<file path="src/rtl/arf_pkg.sv">
// Shared types and constants for the API frame receiver.
package arf_pkg;

	localparam int unsigned ByteW = 8;
	localparam int unsigned LenW  = 16;

	localparam logic [ByteW-1:0] StartByteReset = 8'h7E;
	localparam logic [ByteW-1:0] ChecksumBase   = 8'hFF;

	localparam logic KindPayload  = 1'b0;
	localparam logic KindFrameEnd = 1'b1;

	// One classified word handed from the front end to the back end.
	// num is the payload position for a payload word, the frame length for
	// a frame-end word.
	typedef struct packed {
		logic              kind;
		logic [ByteW-1:0]  data;
		logic [LenW-1:0]   num;
	} arf_entry_t;

endpackage

</file>
<file path="src/rtl/arf_front.sv">
// Front end: header parsing and classification of received words.
module arf_front (
	input  logic                         clk,
	input  logic                         arst_n,
	input  logic [arf_pkg::ByteW-1:0]    start_byte,
	input  logic                         accept,
	input  logic [arf_pkg::ByteW-1:0]    rx_byte,
	output logic                         push,
	output arf_pkg::arf_entry_t          push_entry
);

	typedef enum logic [1:0] {
		ST_START,
		ST_LEN_HI,
		ST_LEN_LO,
		ST_GATHER
	} state_t;

	state_t                       state_q;
	logic                         start_ok_q;
	logic [arf_pkg::ByteW-1:0]    len_hi_q;
	logic [arf_pkg::LenW-1:0]     plen_q;
	logic [arf_pkg::LenW-1:0]     count_q;
	logic                         in_payload;

	assign in_payload = (count_q < plen_q);

	always_comb begin
		push_entry = '0;
		push       = accept && (state_q == ST_GATHER);
		if (in_payload) begin
			push_entry.kind = arf_pkg::KindPayload;
			push_entry.data = rx_byte;
			push_entry.num  = count_q;
		end else begin
			push_entry.kind = arf_pkg::KindFrameEnd;
			push_entry.data = rx_byte;
			push_entry.num  = plen_q;
		end
	end

	always_ff @(posedge clk or negedge arst_n) begin
		if (!arst_n) begin
			state_q    <= ST_START;
			start_ok_q <= 1'b0;
			len_hi_q   <= '0;
			plen_q     <= '0;
			count_q    <= '0;
		end else if (accept) begin
			unique case (state_q)
				ST_START: begin
					start_ok_q <= (rx_byte == start_byte);
					state_q    <= ST_LEN_HI;
				end
				ST_LEN_HI: begin
					len_hi_q <= rx_byte;
					state_q  <= ST_LEN_LO;
				end
				ST_LEN_LO: begin
					if (start_ok_q) begin
						plen_q  <= {len_hi_q, rx_byte};
						count_q <= '0;
						state_q <= ST_GATHER;
					end else begin
						// bad delimiter: whole group dropped
						state_q <= ST_START;
					end
				end
				ST_GATHER: begin
					if (in_payload) begin
						count_q <= count_q + 1'b1;
					end else begin
						state_q <= ST_START;
					end
				end
				default: begin
					state_q <= ST_START;
				end
			endcase
		end
	end

endmodule

</file>
<file path="src/rtl/arf_queue.sv">
// Two-entry word queue between front end and back end.
module arf_queue (
	input  logic                  clk,
	input  logic                  arst_n,
	input  logic                  push,
	input  arf_pkg::arf_entry_t   push_entry,
	input  logic                  pop,
	output arf_pkg::arf_entry_t   head,
	output logic                  empty,
	output logic                  full
);

	arf_pkg::arf_entry_t  mem_q [2];
	logic                 wr_ptr_q;
	logic                 rd_ptr_q;
	logic [1:0]           count_q;

	assign empty = (count_q == 2'd0);
	assign full  = (count_q == 2'd2);
	assign head  = mem_q[rd_ptr_q];

	always_ff @(posedge clk) begin
		if (push) begin
			mem_q[wr_ptr_q] <= push_entry;
		end
	end

	always_ff @(posedge clk or negedge arst_n) begin
		if (!arst_n) begin
			wr_ptr_q <= 1'b0;
			rd_ptr_q <= 1'b0;
			count_q  <= '0;
		end else begin
			if (push) begin
				wr_ptr_q <= ~wr_ptr_q;
			end
			if (pop) begin
				rd_ptr_q <= ~rd_ptr_q;
			end
			priority if (push && !pop) begin
				count_q <= count_q + 2'd1;
			end else if (pop && !push) begin
				count_q <= count_q - 2'd1;
			end else begin
				count_q <= count_q;
			end
		end
	end

endmodule

</file>
<file path="src/rtl/arf_back.sv">
// Back end: checksum accumulation and result output register.
module arf_back (
	input  logic                        clk,
	input  logic                        arst_n,
	input  arf_pkg::arf_entry_t         head,
	input  logic                        empty,
	output logic                        pop,
	output logic                        res_valid,
	input  logic                        res_stall,
	output logic                        kind,
	output logic [arf_pkg::ByteW-1:0]   data_byte,
	output logic [arf_pkg::LenW-1:0]    position,
	output logic [arf_pkg::ByteW-1:0]   frame_type,
	output logic [arf_pkg::LenW-1:0]    frame_length,
	output logic                        checksum_ok
);

	logic                         vld_q;
	logic [arf_pkg::ByteW-1:0]    sum_q;
	logic [arf_pkg::ByteW-1:0]    type_q;
	logic                         kind_q;
	logic [arf_pkg::ByteW-1:0]    data_q;
	logic [arf_pkg::LenW-1:0]     pos_q;
	logic [arf_pkg::ByteW-1:0]    ftype_q;
	logic [arf_pkg::LenW-1:0]     flen_q;
	logic                         ok_q;
	logic                         first;

	assign pop   = !empty && (!vld_q || !res_stall);
	assign first = (head.num == '0);

	assign res_valid    = vld_q;
	assign kind         = kind_q;
	assign data_byte    = data_q;
	assign position     = pos_q;
	assign frame_type   = ftype_q;
	assign frame_length = flen_q;
	assign checksum_ok  = ok_q;

	always_ff @(posedge clk or negedge arst_n) begin
		if (!arst_n) begin
			vld_q  <= 1'b0;
			sum_q  <= '0;
			type_q <= '0;
		end else begin
			if (pop) begin
				vld_q <= 1'b1;
				if (head.kind == arf_pkg::KindPayload) begin
					// first payload word restarts sum and type
					sum_q <= first ? head.data : sum_q + head.data;
					if (first) begin
						type_q <= head.data;
					end
				end else begin
					sum_q  <= '0;
					type_q <= '0;
				end
			end else if (!res_stall) begin
				vld_q <= 1'b0;
			end
		end
	end

	always_ff @(posedge clk) begin
		if (pop) begin
			kind_q <= head.kind;
			if (head.kind == arf_pkg::KindPayload) begin
				data_q  <= head.data;
				pos_q   <= head.num;
				ftype_q <= '0;
				flen_q  <= '0;
				ok_q    <= 1'b0;
			end else begin
				data_q  <= '0;
				pos_q   <= '0;
				ftype_q <= type_q;
				flen_q  <= head.num;
				ok_q    <= (head.data == (arf_pkg::ChecksumBase - sum_q));
			end
		end
	end

endmodule

</file>
<file path="src/rtl/api_frame_receiver_top.sv">
// Top level of the API frame receiver: front end, word queue, back end.
// Path: an accepted payload or checksum word is written into the word queue,
// then into the result register; header words give no result.
// Throughput: one word per cycle sustained while res_stall is low, set by the
// two-entry queue between the header parser and the checksum/output stage.
// Reset: arst_n clears parser state, queue and output valid at once;
// start_byte returns to 0x7E.
module api_frame_receiver_top (
	input  logic                        clk,
	input  logic                        arst_n,
	// configuration
	input  logic                        start_byte_we,
	input  logic [arf_pkg::ByteW-1:0]   start_byte_wdata,
	// receive channel
	input  logic                        rx_valid,
	output logic                        rx_stall,
	input  logic [arf_pkg::ByteW-1:0]   rx_byte,
	// result channel
	output logic                        res_valid,
	input  logic                        res_stall,
	output logic                        kind,
	output logic [arf_pkg::ByteW-1:0]   data_byte,
	output logic [arf_pkg::LenW-1:0]    position,
	output logic [arf_pkg::ByteW-1:0]   frame_type,
	output logic [arf_pkg::LenW-1:0]    frame_length,
	output logic                        checksum_ok
);

	logic [arf_pkg::ByteW-1:0]  start_byte_q;
	logic                       accept;
	logic                       push;
	arf_pkg::arf_entry_t        push_entry;
	logic                       pop;
	arf_pkg::arf_entry_t        head;
	logic                       empty;
	logic                       full;

	// Delimiter register; the user writes it only while the block is idle; the block does not enforce this.
	always_ff @(posedge clk or negedge arst_n) begin
		if (!arst_n) begin
			start_byte_q <= arf_pkg::StartByteReset;
		end else if (start_byte_we) begin
			start_byte_q <= start_byte_wdata;
		end
	end

	// Stall on a full queue only; header words are held too, which costs nothing
	// at the sustained rate since the queue drains every cycle without res_stall.
	assign rx_stall = full;
	assign accept   = rx_valid && !rx_stall;

	// Header parsing and classification of each word.
	arf_front u_front (
		.clk        (clk),
		.arst_n     (arst_n),
		.start_byte (start_byte_q),
		.accept     (accept),
		.rx_byte    (rx_byte),
		.push       (push),
		.push_entry (push_entry)
	);

	// Decouples the parser from output back-pressure.
	arf_queue u_queue (
		.clk        (clk),
		.arst_n     (arst_n),
		.push       (push),
		.push_entry (push_entry),
		.pop        (pop),
		.head       (head),
		.empty      (empty),
		.full       (full)
	);

	// Running sum, frame type capture and the result register.
	arf_back u_back (
		.clk          (clk),
		.arst_n       (arst_n),
		.head         (head),
		.empty        (empty),
		.pop          (pop),
		.res_valid    (res_valid),
		.res_stall    (res_stall),
		.kind         (kind),
		.data_byte    (data_byte),
		.position     (position),
		.frame_type   (frame_type),
		.frame_length (frame_length),
		.checksum_ok  (checksum_ok)
	);

endmodule

</file>
<file path="config.mk">
export PLATFORM = sky130hd
export DESIGN_NAME = api_frame_receiver_top
export DESIGN_NICKNAME = d
export VERILOG_FILES = /design/src/rtl/arf_pkg.sv /design/src/rtl/arf_front.sv /design/src/rtl/arf_queue.sv /design/src/rtl/arf_back.sv /design/src/rtl/api_frame_receiver_top.sv
export SDC_FILE = /design/constraint.sdc
export NUM_CORES = 1
export LEC_CHECK = 0
export ABC_AREA = 1
export CORE_MARGIN = 2
export CORE_UTILIZATION = 60
export CTS_BUF_LIST = sky130_fd_sc_hd__clkbuf_4 sky130_fd_sc_hd__clkbuf_8
export CTS_CLUSTER_DIAMETER = 50
export DETAILED_ROUTE_END_ITERATION = 10
export DONT_BUFFER_PORTS = 1
export PLACE_DENSITY = 0.73
export SYNTH_ARGS = -nofsm -noshare
export SYNTH_HDL_FRONTEND = slang
export SYNTH_SLANG_ARGS = --single-unit
</file>
<file path="constraint.sdc">
create_clock -name clk -period 3.35 [get_ports clk]
set_clock_uncertainty 0.15 [all_clocks]
set_input_delay 0.5025 -clock clk [delete_from_list [all_inputs] [get_ports clk]]
set_output_delay 0.5025 -clock clk [all_outputs]
set_load 0.03 [all_outputs]
</file>
; After elaboration in Yosys (flattened, before gate mapping)
; Memories as Yosys holds them, arrays and structs flattened.
; Cells that the tools add are included.
; Widths: inputs -> output; s select.
[totals]
latch_bits = 0
reg_bits = 122
input_bits = 21
ram_bits = 50
romBits = 0
out_inout_bits = 52
n_memories = 1
[classes]
shifts = 0
reduce_logical = 24
mul = 0
div_mod_pow = 0
n_eq_ne = 10
n_mux = 17
n_bitwise = 2
n_lt_le_gt_ge = 1
add_sub_neg = 5
[mem_list]
columns = name, words, width, rd, rd_ports_with_merged_regs, write_ports, line
row1 = u_queue.mem_q, 2, 25, 1, 0, 1, arf_queue.sv:13  ; arf_pkg::arf_entry_t mem_q [2];
[op_table]
columns = cell, count
row1 = $mux 16, 2
row2 = $mux 8, 4
row3 = $pmux 16 s2, 1
row4 = $mux 25, 1
row5 = $add 16x1->16 const B, 1
row6 = $eq 8x8->1, 2
row7 = $logic_not 16->1, 1
row8 = $lt 16x16->1, 1
row9 = $add 8x8->8, 1
row10 = $mux 2, 4
row11 = $pmux 2 s4, 1
row12 = $reduce_and 2->1, 4
row13 = $sub 8x8->8 const A, 1
row14 = $eq 2x2->1 const B, 3
row15 = $logic_not 1->1, 6
row16 = $ne 2x1->1 const B, 3
row17 = $reduce_bool 2->1, 3
row18 = $logic_and 1x1->1, 5
row19 = $logic_not 2->1, 2
row20 = $mux 1, 4
row21 = $reduce_and 4->1, 1
row22 = $reduce_and 3->1, 1
row23 = $add 2x1->2 const B, 1
row24 = $eq 2x1->1 const B, 1
row25 = 4 further kinds, 5

; Depth between registers and ports, before layout
; Gate-level depths: netlist of the first run.
[logic_depth]
word_depth = 8
mapped_depth = 15
mapped_depth_nobuf = 14

; Modules after synthesis
; Synthesis of the first run repeated with hierarchy kept, for this count alone.
[hier_totals]
hier_cells = 840
hier_area_um2 = 8345.5
[by_module_without_submodules]
columns = mod, cells_each, area_per_inst_um2, seq_area_each_um2, instances
row1 = arf_back, 304, 3066.7, 1926.8, 1
row2 = arf_front, 397, 2846.5, 1076.0, 1
row3 = arf_queue, 103, 2112.0, 1601.5, 1
row4 = api_frame_receiver_top, 36, 320.3, 207.7, 1

; Worst setup path after synthesis of the first run
; Ideal clock, no wire load.
[synth_timing]
path_kind = register -> register
from = register u_queue.count_q[1]
to = memory u_queue.mem_q[1][0] (netlist name) (enable)
required_ns = 2.793
n_path_buf = 0
setup_ns = 0.407
setup_slack_ns = 0.546
synth_period_minus_slack_ns = 2.804
arrival_time_ns = 2.247
stages_incl_launch_ff = 8
path_cell_list = dfrtp_1 inv_1 nor2_1 nor2_2 inv_1 nor2_1 inv_1 nor2_1
[synth_via]
elab_chain_len = 6
[synth_lines]
columns = item, line
row1 = "start, declared", arf_queue.sv:16  ; logic [1:0] count_q;
row2 = "start signal, assigned", arf_queue.sv:41  ; count_q <= count_q + 2'd1;
row3 = "start signal, assigned", arf_queue.sv:43  ; count_q <= count_q - 2'd1;
row4 = "start signal, assigned", arf_queue.sv:45  ; count_q <= count_q;
row5 = $eq 2x2->1, arf_queue.sv:19  ; assign full = (count_q == 2'd2);
row6 = net rx_stall, api_frame_receiver_top.sv:16  ; output logic rx_stall,
row7 = $logic_not 1->1, api_frame_receiver_top.sv:50  ; assign accept = rx_valid && !rx_stall;
row8 = $logic_and 1x1->1, api_frame_receiver_top.sv:50
row9 = $logic_and 1x1->1, arf_front.sv:30  ; push = accept && (state_q == ST_GATHER);
row10 = net push, api_frame_receiver_top.sv:31  ; logic push;
row11 = $mux 1, arf_queue.sv:23  ; if (push) begin
row12 = $mux 1 (implied by the code), arf_queue.sv:24  ; mem_q[wr_ptr_q] <= push_entry;
row13 = "end, declared", arf_queue.sv:13
; The timed path passes the listed nets, and every way through them passes these cells.

; Worst setup path after layout of the first run
[layout_timing]
from = register u_queue.rd_ptr_q
to = register u_back.sum_q[7] (netlist name)
[layout_via]
elab_chain_len = 4
[layout_lines]
columns = item, line
row1 = "start, declared", arf_queue.sv:15  ; logic rd_ptr_q;
row2 = "start signal, assigned", arf_queue.sv:38  ; rd_ptr_q <= ~rd_ptr_q;
row3 = $mem_v2 2x25 *, n/a
row4 = $add 8x8->8 or $logic_not 16->1 (tied branches), "arf_back.sv:50, arf_back.sv:30"
row5 = $mux 8, arf_back.sv:50  ; sum_q <= first ? head.data : sum_q + head.data;
row6 = $mux 8 *, arf_back.sv:48  ; if (head.kind == arf_pkg::KindPayload) begin
row7 = "end signal, assigned", arf_back.sv:50
row8 = "end, declared", arf_back.sv:19  ; logic [arf_pkg::ByteW-1:0] sum_q;
; Mark *: on every way between the ends. The rest lies on a longest branch, timed or not.
; A chain may end at the register's enable or synchronous reset.

==> impl_table.tex, run 1 <==
\begin{tabular}{lr}
\hline
Metric & Value \\
\hline
\multicolumn{2}{l}{\textbf{GRT}} \\
Number of global-route vias before repair & 5211 \\
Remaining global-route overflow & 0 \\
Global-route wire length before repair & approximately 26000 um \\
Pin count of the biggest net entering global routing & 73 \\
Combined global-route utilization of all metal layers & a little under a quarter \\
Number of antenna violations at the first check in global routing & 0 \\
\multicolumn{2}{l}{\textbf{Setup path}} \\
Worst setup EP type & flop \\
Worst Path Required & around 3.6 ns \\
Kind of critical path & flop to flop \\
Register-to-register setup slack & roughly 0.47 ns \\
Top fanout value on the critical path & 27 \\
Worst EP arrival & about 3.1 ns \\
CP Launch Type & flop \\
\multicolumn{2}{l}{\textbf{Place}} \\
Placer congestion estimate & 0.8889 \\
Count of input and output buffers & 0 \\
HPWL after detailed placement & approximately 11000 um \\
\multicolumn{2}{l}{\textbf{Clock network}} \\
Root buffer cell & clkbuf\_8 \\
CTS Sinks & around 170 \\
Reg clk slew, reported paths & 0.09 ns \\
Gates resized, CTS repair & 0 \\
Cts bufs inserted & 17 \\
H-Tree Level Count & 4 \\
TritonCTS clock tree & done \\
Number of buffers on the longest clock path & 2 \\
Source-to-sink clock delay at the later pin of the worst-skew pair & between 0.4 and 0.5 ns \\
\multicolumn{2}{l}{\textbf{Detailed routing}} \\
Via count & 5371 \\
Routed length per instance & 15.62 um \\
DRC & 0 \\
Wirelength, routed & approximately 15000 um \\
1st-pass router iterations & 7 \\
Remaining antenna violation count after routing & 0 \\
Iteration-0 DRC count of the detailed router & between 400 and 500 \\
Routed vias/inst & around 5.5 \\
\multicolumn{2}{l}{\textbf{Yosys}} \\
Post-Syn Instances & between 700 and 800 \\
Number of distinct library cells after synthesis & 40 \\
Post-Syn Nets & approximately 820 \\
Proportion of synthesized flip-flops having asynchronous set or reset & a little over two fifths \\
Share of Yosys cell area claimed by the top area cell type & between 30\% and 40\% \\
Average cell area after synthesis & just over 10 sq um \\
Flop and latch count out of synthesis & 172 \\
Count of synthesis-stage warnings from yosys & 0 \\
Ranking of synthesized cells by area & edfxtp\_1, dfrtp\_1, nand2\_1, inv\_1, ha\_1 \\
Seq/Total Area, Yosys & 61.48\% \\
Largest area contributor in the synthesized netlist & edfxtp\_1 \\
Number of enable-type register cells in the synthesized netlist & 100 \\
Top flip-flop cell by instance count after synthesis & edfxtp\_1 \\
Post-Syn Area & between 7000 and 8000 sq um \\
\multicolumn{2}{l}{\textbf{Power}} \\
Leak Pwr & approximately 3.7 nW \\
Clock network fraction of total power & between 20 and 25\% \\
Part of the power in registers & around 56\% \\
Maximum ir drop on the vdd rail & between 300 and 400 uV \\
Net switching component of the power & between 2 and 3 mW \\
Power share of the combinational group & between 20\% and 30\% \\
Switching power as a share of total power & roughly two fifths \\
Internal Dissipation & slightly above 4 mW \\
PD cells & a little under 800 nW/um\^{}2 \\
\multicolumn{2}{l}{\textbf{Die}} \\
Horizontal die dimension & around 120 um \\
Floorplan die area & 13980 sq um \\
Area of the placeable core & approximately 13000 sq um \\
Number of placement rows & 41 \\
Initial cell density of the core & between 60\% and 70\% \\
\# IOs & 73 \\
Chip height & around 120 um \\
\multicolumn{2}{l}{\textbf{Timing}} \\
Setup Viol. Count Final & 0 \\
Setup tns final & 0 ns \\
Number of pins exceeding their max-slew limit in the final report & 0 \\
Max Clock Freq & $\sim$0.35 GHz \\
Clock period minus worst slack & $\sim$2.9 ns \\
Hold WS & approximately 0.011 ns \\
Slew Limit Headroom & $\sim$30\% \\
Fraction of the cycle the final worst path needs & a little under nine tenths \\
Worst Tran Pin Value & around 1.0 ns \\
Setup repair after global routing missed its margin & false \\
Final Hold Fails & 0 \\
\multicolumn{2}{l}{\textbf{Min path}} \\
Kind of path behind the tightest hold check & input port to flop \\
\multicolumn{2}{l}{\textbf{Flow run}} \\
Max-cap violation count & 0 \\
\multicolumn{2}{l}{\textbf{Final layout}} \\
\# fillers & 1009 \\
Number of nets in the final layout & between 800 and 900 \\
Synthesis-to-finish area growth & 9.159\% \\
Area used by multi-input combinational logic & roughly 2600 sq um \\
Share of final-layout standard cells stronger than drive strength 1 & 11.95\% \\
Sequential Area & between 4000 and 5000 sq um \\
Number of antenna diodes & 0 \\
\multicolumn{2}{l}{\textbf{Outcome}} \\
Status & finished clean \\
\hline
\end{tabular}
## layout by cell type, fill, tap and decap left out, drive strengths merged, types with 2 or more instances in the layout
master,n
xnor2,12
or2,19
a21oi,24
nor3,8
edfxtp,100
dlygate4sd3,12
xor2,6
nor2,83
nand3,37
buf,12
inv,90
ha,24
nand4,7
clkinvlp,4
dfstp,6
nand2,197
mux2,6
o21ai,64
dfrtp,66
a31oi,2
clkbuf,19
clkinv,4
## layer usage
metal	global-route usage [%]	up-vias	part of all wire (%)
met1	31.06	2600	45
met3	5.212	24	4.0
met5	0	-	0
met4	7.681	0	1.9
li1	-	2599	-
met2	37.64	148	49
## registers in the layout, summed over array words and instances, names as in the netlist
signal,flops
u_queue.mem_q,50
u_back.frame_length,16
u_back.position,16
u_front.count_q,16
u_front.plen_q,16
start_byte_q,8
u_back.data_byte,8
u_back.frame_type,8
u_back.sum_q,8
u_back.type_q,8
u_front.len_hi_q,8
u_front.state_q,2
u_queue.count_q,2
u_back.checksum_ok,1
u_back.kind,1
u_back.res_valid,1
u_front.start_ok_q,1
u_queue.rd_ptr_q,1
u_queue.wr_ptr_q,1
## worst max-delay path, cell delays in order (launching register included)
cell	delay, ns
dfrtp_1	0.45
buf_4	0.23
o21ai_2	0.84
inv_2	0.43
nor2_2	0.43
nand4_1	0.18
nand3_1	0.11
## per-stage QoR
stage          setup WS [ns]  power, mW  area, sq um  cells  utilization, %
3_5_place_dp          0.4712      5.369         8024    939           63.33
6_report              0.4651      6.736         8544    984           67.43
3_3_place_gp          0.5283      5.281         8024    939           63.33
2_1_floorplan         0.5464      4.984         7828    777               -
5_1_grt               0.2674      7.102         8544    984           67.43
4_1_cts               0.4592      6.761         8544    984           67.43
## path summary, 6_finish.rpt
path | startpoint | cells after the start | to
max | u_queue.rd_ptr_q | 6 | u_back.sum_q[7]
min | rx_byte[1] | 2 | u_front.plen_q[1]
max reg2reg | u_queue.rd_ptr_q | 6 | u_back.sum_q[7]
min reg2reg | u_front.len_hi_q[7] | 2 | u_front.len_hi_q[7]
max in group asynchronous | arst_n | 2 | start_byte_q[3]
min in group asynchronous | arst_n | 2 | u_front.count_q[9]
## synth_stat cells, drive strengths merged (6+ instances only)
master / instances
or2: 19
edfxtp: 100
ha: 24
nand2: 197
a21oi: 24
inv: 86
nand4: 7
xor2: 6
mux2: 6
dfrtp: 66
clkbuf: 13
nand3: 37
o21ai: 64
buf: 8
nor3: 8
xnor2: 12
nor2: 83
dfstp: 6
## logic make-up (layout without fill, tap and decap cells)
logic type | count (synthesis) | count (layout) | synth area share, %
buf+inv | 107 | 142 | 5.483
compound gates | 94 | 94 | 6.282
simple gates | 354 | 354 | 19.66
mux | 7 | 7 | 0.9910
xor+xnor | 18 | 18 | 2.014
fa+ha+maj | 25 | 25 | 4.092
flops | 172 | 172 | 61.48
## power by group through the flow
stage / clock network [mW] / logic (mW) / registers [mW]
2_1_floorplan: 0 / 1.25 / 3.73
3_3_place_gp: 0 / 1.50 / 3.79
3_5_place_dp: 0 / 1.56 / 3.81
4_1_cts: 1.39 / 1.61 / 3.76
5_1_grt: 1.48 / 1.82 / 3.80
6_report: 1.37 / 1.61 / 3.76
## repair_timing
| action | CTS | global route |
|---|---|---|
| buffers inserted | 0 | 0 |
| endpoints found under the hold margin | 94 | 0 |
| hold buffers | 13 | 0 |
## final cells by class
class / instances / area share (%)
multi-input combinational: 498 / 30.33
clock buffer: 19 / 2.987
tap: 172 / 2.519
sequential: 172 / 56.32
timing repair buffer: 24 / 2.694
clock inverter: 13 / 1.376
inverter: 86 / 3.778
Note: power is estimated with default switching activity, not from simulation.
==> run 2, diff against run 1 <==
SYNTH_HIERARCHICAL = 1   (was unset)
==> run 2 against run 1 <==
Against the previous run: non-clock buffer count is 1 lower; sequential share of layout area fell by 3.2 points; wire length up 11%; clock-buffer cell count unchanged; critical path type unchanged; sequential cell count unchanged; register-to-register slack better by 0.31 ns; worst hold slack improved by 0.0042 ns.
==> impl_table.tex, run 2 <==
\begin{tabular}{lr}
\hline
Metric & Value \\
\hline
\multicolumn{2}{l}{\textbf{Outcome}} \\
Status & finished clean (unchanged) \\
\multicolumn{2}{l}{\textbf{Power}} \\
Maximum ir drop on the vdd rail & 341.4 uV (was 328.3 uV) \\
Part of the power in registers & 51.7\% (was 55.8\%) \\
Clock network fraction of total power & 22.8\% (was 20.3\%) \\
Net switching component of the power & 2.836 mW (was 2.681 mW) \\
Leak Pwr & 4.235 nW (was 3.672 nW) \\
Power share of the combinational group & 25.5\% (was 23.9\%) \\
PD cells & 815.5 nW/um\^{}2 (was 788.3 nW/um\^{}2) \\
Switching power as a share of total power & 38.39\% (was 39.80\%) \\
Internal Dissipation & 4.551 mW (was 4.055 mW) \\
\multicolumn{2}{l}{\textbf{Yosys}} \\
Share of Yosys cell area claimed by the top area cell type & 35.98\% (was 38.36\%) \\
Top flip-flop cell by instance count after synthesis & edfxtp\_1 (unchanged) \\
Proportion of synthesized flip-flops having asynchronous set or reset & 41.86\% (unchanged) \\
Post-Syn Instances & 840 (was 777) \\
Flop and latch count out of synthesis & 172 (unchanged) \\
Count of synthesis-stage warnings from yosys & 6 (was 0) \\
Largest area contributor in the synthesized netlist & edfxtp\_1 (unchanged) \\
Most numerous cell in the Yosys netlist & nand2\_1 (unchanged) \\
Synth cell count leaders & nand2\_1, inv\_1, edfxtp\_1, dfrtp\_1, nor2\_1 (was nand2\_1, edfxtp\_1, inv\_1, nor2\_1, dfrtp\_1) \\
Average cell area after synthesis & 9.935 sq um (was 10.07 sq um) \\
Ranking of synthesized cells by area & edfxtp\_1, dfrtp\_1, nand2\_1, inv\_1, ha\_1 (unchanged) \\
Seq/Total Area, Yosys & 57.66\% (was 61.48\%) \\
Post-Syn Nets & 886 (was 823) \\
Number of enable-type register cells in the synthesized netlist & 100 (unchanged) \\
Number of distinct library cells after synthesis & 40 (unchanged) \\
Post-Syn Area & 8346 sq um (was 7828 sq um) \\
\multicolumn{2}{l}{\textbf{Timing}} \\
Worst Tran Pin Value & 0.9672 ns (was 1.043 ns) \\
Number of pins exceeding their max-slew limit in the final report & 0 (unchanged) \\
Slew Limit Headroom & 35.17\% (was 30.47\%) \\
Max Clock Freq & 0.3877 GHz (was 0.3466 GHz) \\
Setup repair after global routing missed its margin & false (unchanged) \\
Hold WS & 0.01563 ns (was 0.01140 ns) \\
Setup Viol. Count Final & 0 (unchanged) \\
Fraction of the cycle the final worst path needs & 77.00\% (was 86.12\%) \\
Final Hold Fails & 0 (unchanged) \\
Setup tns final & 0 ns (unchanged) \\
Clock period minus worst slack & 2.580 ns (was 2.885 ns) \\
\multicolumn{2}{l}{\textbf{Min path}} \\
Hold Path End & start\_byte\_q[1] (was u\_front.plen\_q[1]) \\
Instance count along the most critical hold path & 2 (unchanged) \\
Kind of path behind the tightest hold check & input port to flop (unchanged) \\
Min-Delay Startpoint & start\_byte\_we (was rx\_byte[1]) \\
\multicolumn{2}{l}{\textbf{Clock network}} \\
Cts bufs inserted & 17 (unchanged) \\
TritonCTS clock tree & done (unchanged) \\
CTS Sinks & 172 (unchanged) \\
Post-CTS Hold Buffers & 16 (was 13) \\
Root buffer cell & clkbuf\_8 (unchanged) \\
Reg clk slew, reported paths & 0.09 ns (about the same) \\
Post-CTS Setup Repair Bufs & 0 (unchanged) \\
H-Tree Level Count & 4 (unchanged) \\
Number of buffers on the longest clock path & 2 (unchanged) \\
Gates resized, CTS repair & 0 (unchanged) \\
Source-to-sink clock delay at the later pin of the worst-skew pair & 0.46 ns (was 0.47 ns) \\
\multicolumn{2}{l}{\textbf{Setup path}} \\
Path depth of the worst reg2reg path & 10 (was 6) \\
Register-to-register setup slack & 0.77 ns (was 0.47 ns) \\
Worst setup EP type & flop (unchanged) \\
Top fanout value on the critical path & 17 (was 27) \\
Kind of critical path & flop to flop (unchanged) \\
Launch point of the worst path & u\_queue/rd\_ptr\_q (was u\_queue.rd\_ptr\_q) \\
Worst EP arrival & 2.79 ns (was 3.14 ns) \\
Worst Path Required & 3.56 ns (was 3.61 ns) \\
Worst r2r dst & u\_back/type\_q[5] (was u\_back.sum\_q[7]) \\
CP Launch Type & flop (unchanged) \\
Critical register-to-register path startpoint & u\_queue/rd\_ptr\_q (was u\_queue.rd\_ptr\_q) \\
\multicolumn{2}{l}{\textbf{Final layout}} \\
Share of final-layout standard cells stronger than drive strength 1 & 12.01\% (was 11.95\%) \\
Number of nets in the final layout & 899 (was 845) \\
Top library cells by usage in the layout, fill and taps aside & nand2\_1, inv\_1, edfxtp\_1, dfrtp\_1, nor2\_1 (was nand2\_1, edfxtp\_1, inv\_1, nor2\_1, dfrtp\_1) \\
Final design utilization & 66.03\% (was 67.43\%) \\
Synthesis-to-finish area growth & 8.546\% (was 9.159\%) \\
Layout Cell Area excl Fill & 9059 sq um (was 8544 sq um) \\
Register name with the most flops & u\_queue/mem\_q (was u\_queue.mem\_q) \\
Number of antenna diodes & 0 (unchanged) \\
Most common cell after layout, fill and taps aside & nand2\_1 (unchanged) \\
Flip-flop count of the largest register after layout & 50 (unchanged) \\
\multicolumn{2}{l}{\textbf{Detailed routing}} \\
Routed vias/inst & 5.359 (was 5.458) \\
1st-pass router iterations & 5 (was 7) \\
Routed length per instance & 16.34 um (was 15.62 um) \\
Wirelength, routed & 17090 um (was 15370 um) \\
Remaining antenna violation count after routing & 0 (unchanged) \\
Iteration-0 DRC count of the detailed router & 675 (was 451) \\
Via count & 5606 (was 5371) \\
DRC & 0 (unchanged) \\
\multicolumn{2}{l}{\textbf{Flow run}} \\
Max-cap violation count & 0 (unchanged) \\
\multicolumn{2}{l}{\textbf{GRT}} \\
Number of global-route vias before repair & 5472 (was 5211) \\
Combined global-route utilization of all metal layers & 24.66\% (was 23.16\%) \\
Number of antenna violations at the first check in global routing & 0 (unchanged) \\
Global-route wire length before repair & 27670 um (was 25550 um) \\
Remaining global-route overflow & 0 (unchanged) \\
Pin count of the biggest net entering global routing & 73 (unchanged) \\
\multicolumn{2}{l}{\textbf{Die}} \\
Initial cell density of the core & 60.83\% (was 61.78\%) \\
\# IOs & 73 (unchanged) \\
Area of the placeable core & 13720 sq um (was 12670 sq um) \\
Horizontal die dimension & 121.9 um (was 118.2 um) \\
Floorplan die area & 14870 sq um (was 13980 sq um) \\
Number of placement rows & 43 (was 41) \\
Chip height & 121.9 um (was 118.2 um) \\
\multicolumn{2}{l}{\textbf{Place}} \\
Count of input and output buffers & 0 (unchanged) \\
HPWL after detailed placement & 11740 um (was 10700 um) \\
Placer congestion estimate & 0.9221 (was 0.8889) \\
Cell area after placement & 8416 sq um (was 8024 sq um) \\
\hline
\end{tabular}
## run 2: worst max-delay path by stage
stage,slack [ns],endpoint
6_report,0.77,u_back/type_q[5]
2_1_floorplan,0.51,u_queue/mem_q[0][0]
5_1_grt,0.62,u_back/sum_q[4]
3_3_place_gp,0.88,u_back/type_q[2]
4_1_cts,0.77,u_back/type_q[2]
3_5_place_dp,0.81,u_back/type_q[2]
## run 2: per-layer routing
metal  GRT usage [%]  up-vias  part of all wire, %
met2           40.54      227                   49
li1                -     2710                    -
met4           9.914        0                  2.3
met1           32.02     2636                   42
met3           5.384       33                  6.9
met5               0        -                    0
## run 2: critical path, stage by stage, from the launching register on
cell	delay (ns)
dfrtp_1	0.63
buf_4	0.39
mux2_4	0.35
nor2_1	0.10
nand3_1	0.17
nor2_4	0.24
nand2_4	0.10
nand2_4	0.09
nand2_4	0.08
nand2_1	0.11
nand2_1	0.06
## run 2: layout make-up
| type | count | area (sq um) |
|---|---|---|
| sequential | 172 | 4812 |
| fill | 1047 | 4661 |
| clock inverter | 13 | 210.2 |
| inverter | 131 | 493.0 |
| timing repair buffer | 23 | 230.2 |
| tap | 180 | 225.2 |
| clock buffer | 19 | 255.2 |
| multi-input combinational | 508 | 2833 |
## run 2: cells by family (layout without fill, tap and decap cells)
family,Yosys count,in the layout,share of synthesized area [%]
buffers and inverters,160,186,8.426
adders and majority gates,25,25,3.838
DFF,172,172,57.66
AOI/OAI and AO/OA,60,60,4.003
muxes,25,25,4.228
and+or+nand+nor,381,381,20.06
xor gates and xnor gates,17,17,1.784
## run 2: power by group through the flow
stage                     registers, mW  logic (mW)  clock network (mW)
after CTS                          3.82        1.88                1.72
after global routing               3.89        2.12                1.80
after detailed placement           3.87        1.82                   0
final                              3.82        1.88                1.69
after floorplan                    3.74        1.54                   0
after global placement             3.83        1.73                   0
## run 2: per-stage QoR
stage,cells,setup WS [ns],total power [mW]
2_1_floorplan,840,0.5106,5.276
5_1_grt,1046,0.6180,7.805
3_3_place_gp,998,0.8779,5.568
4_1_cts,1046,0.7719,7.420
6_report,1046,0.7705,7.387
3_5_place_dp,998,0.8094,5.687
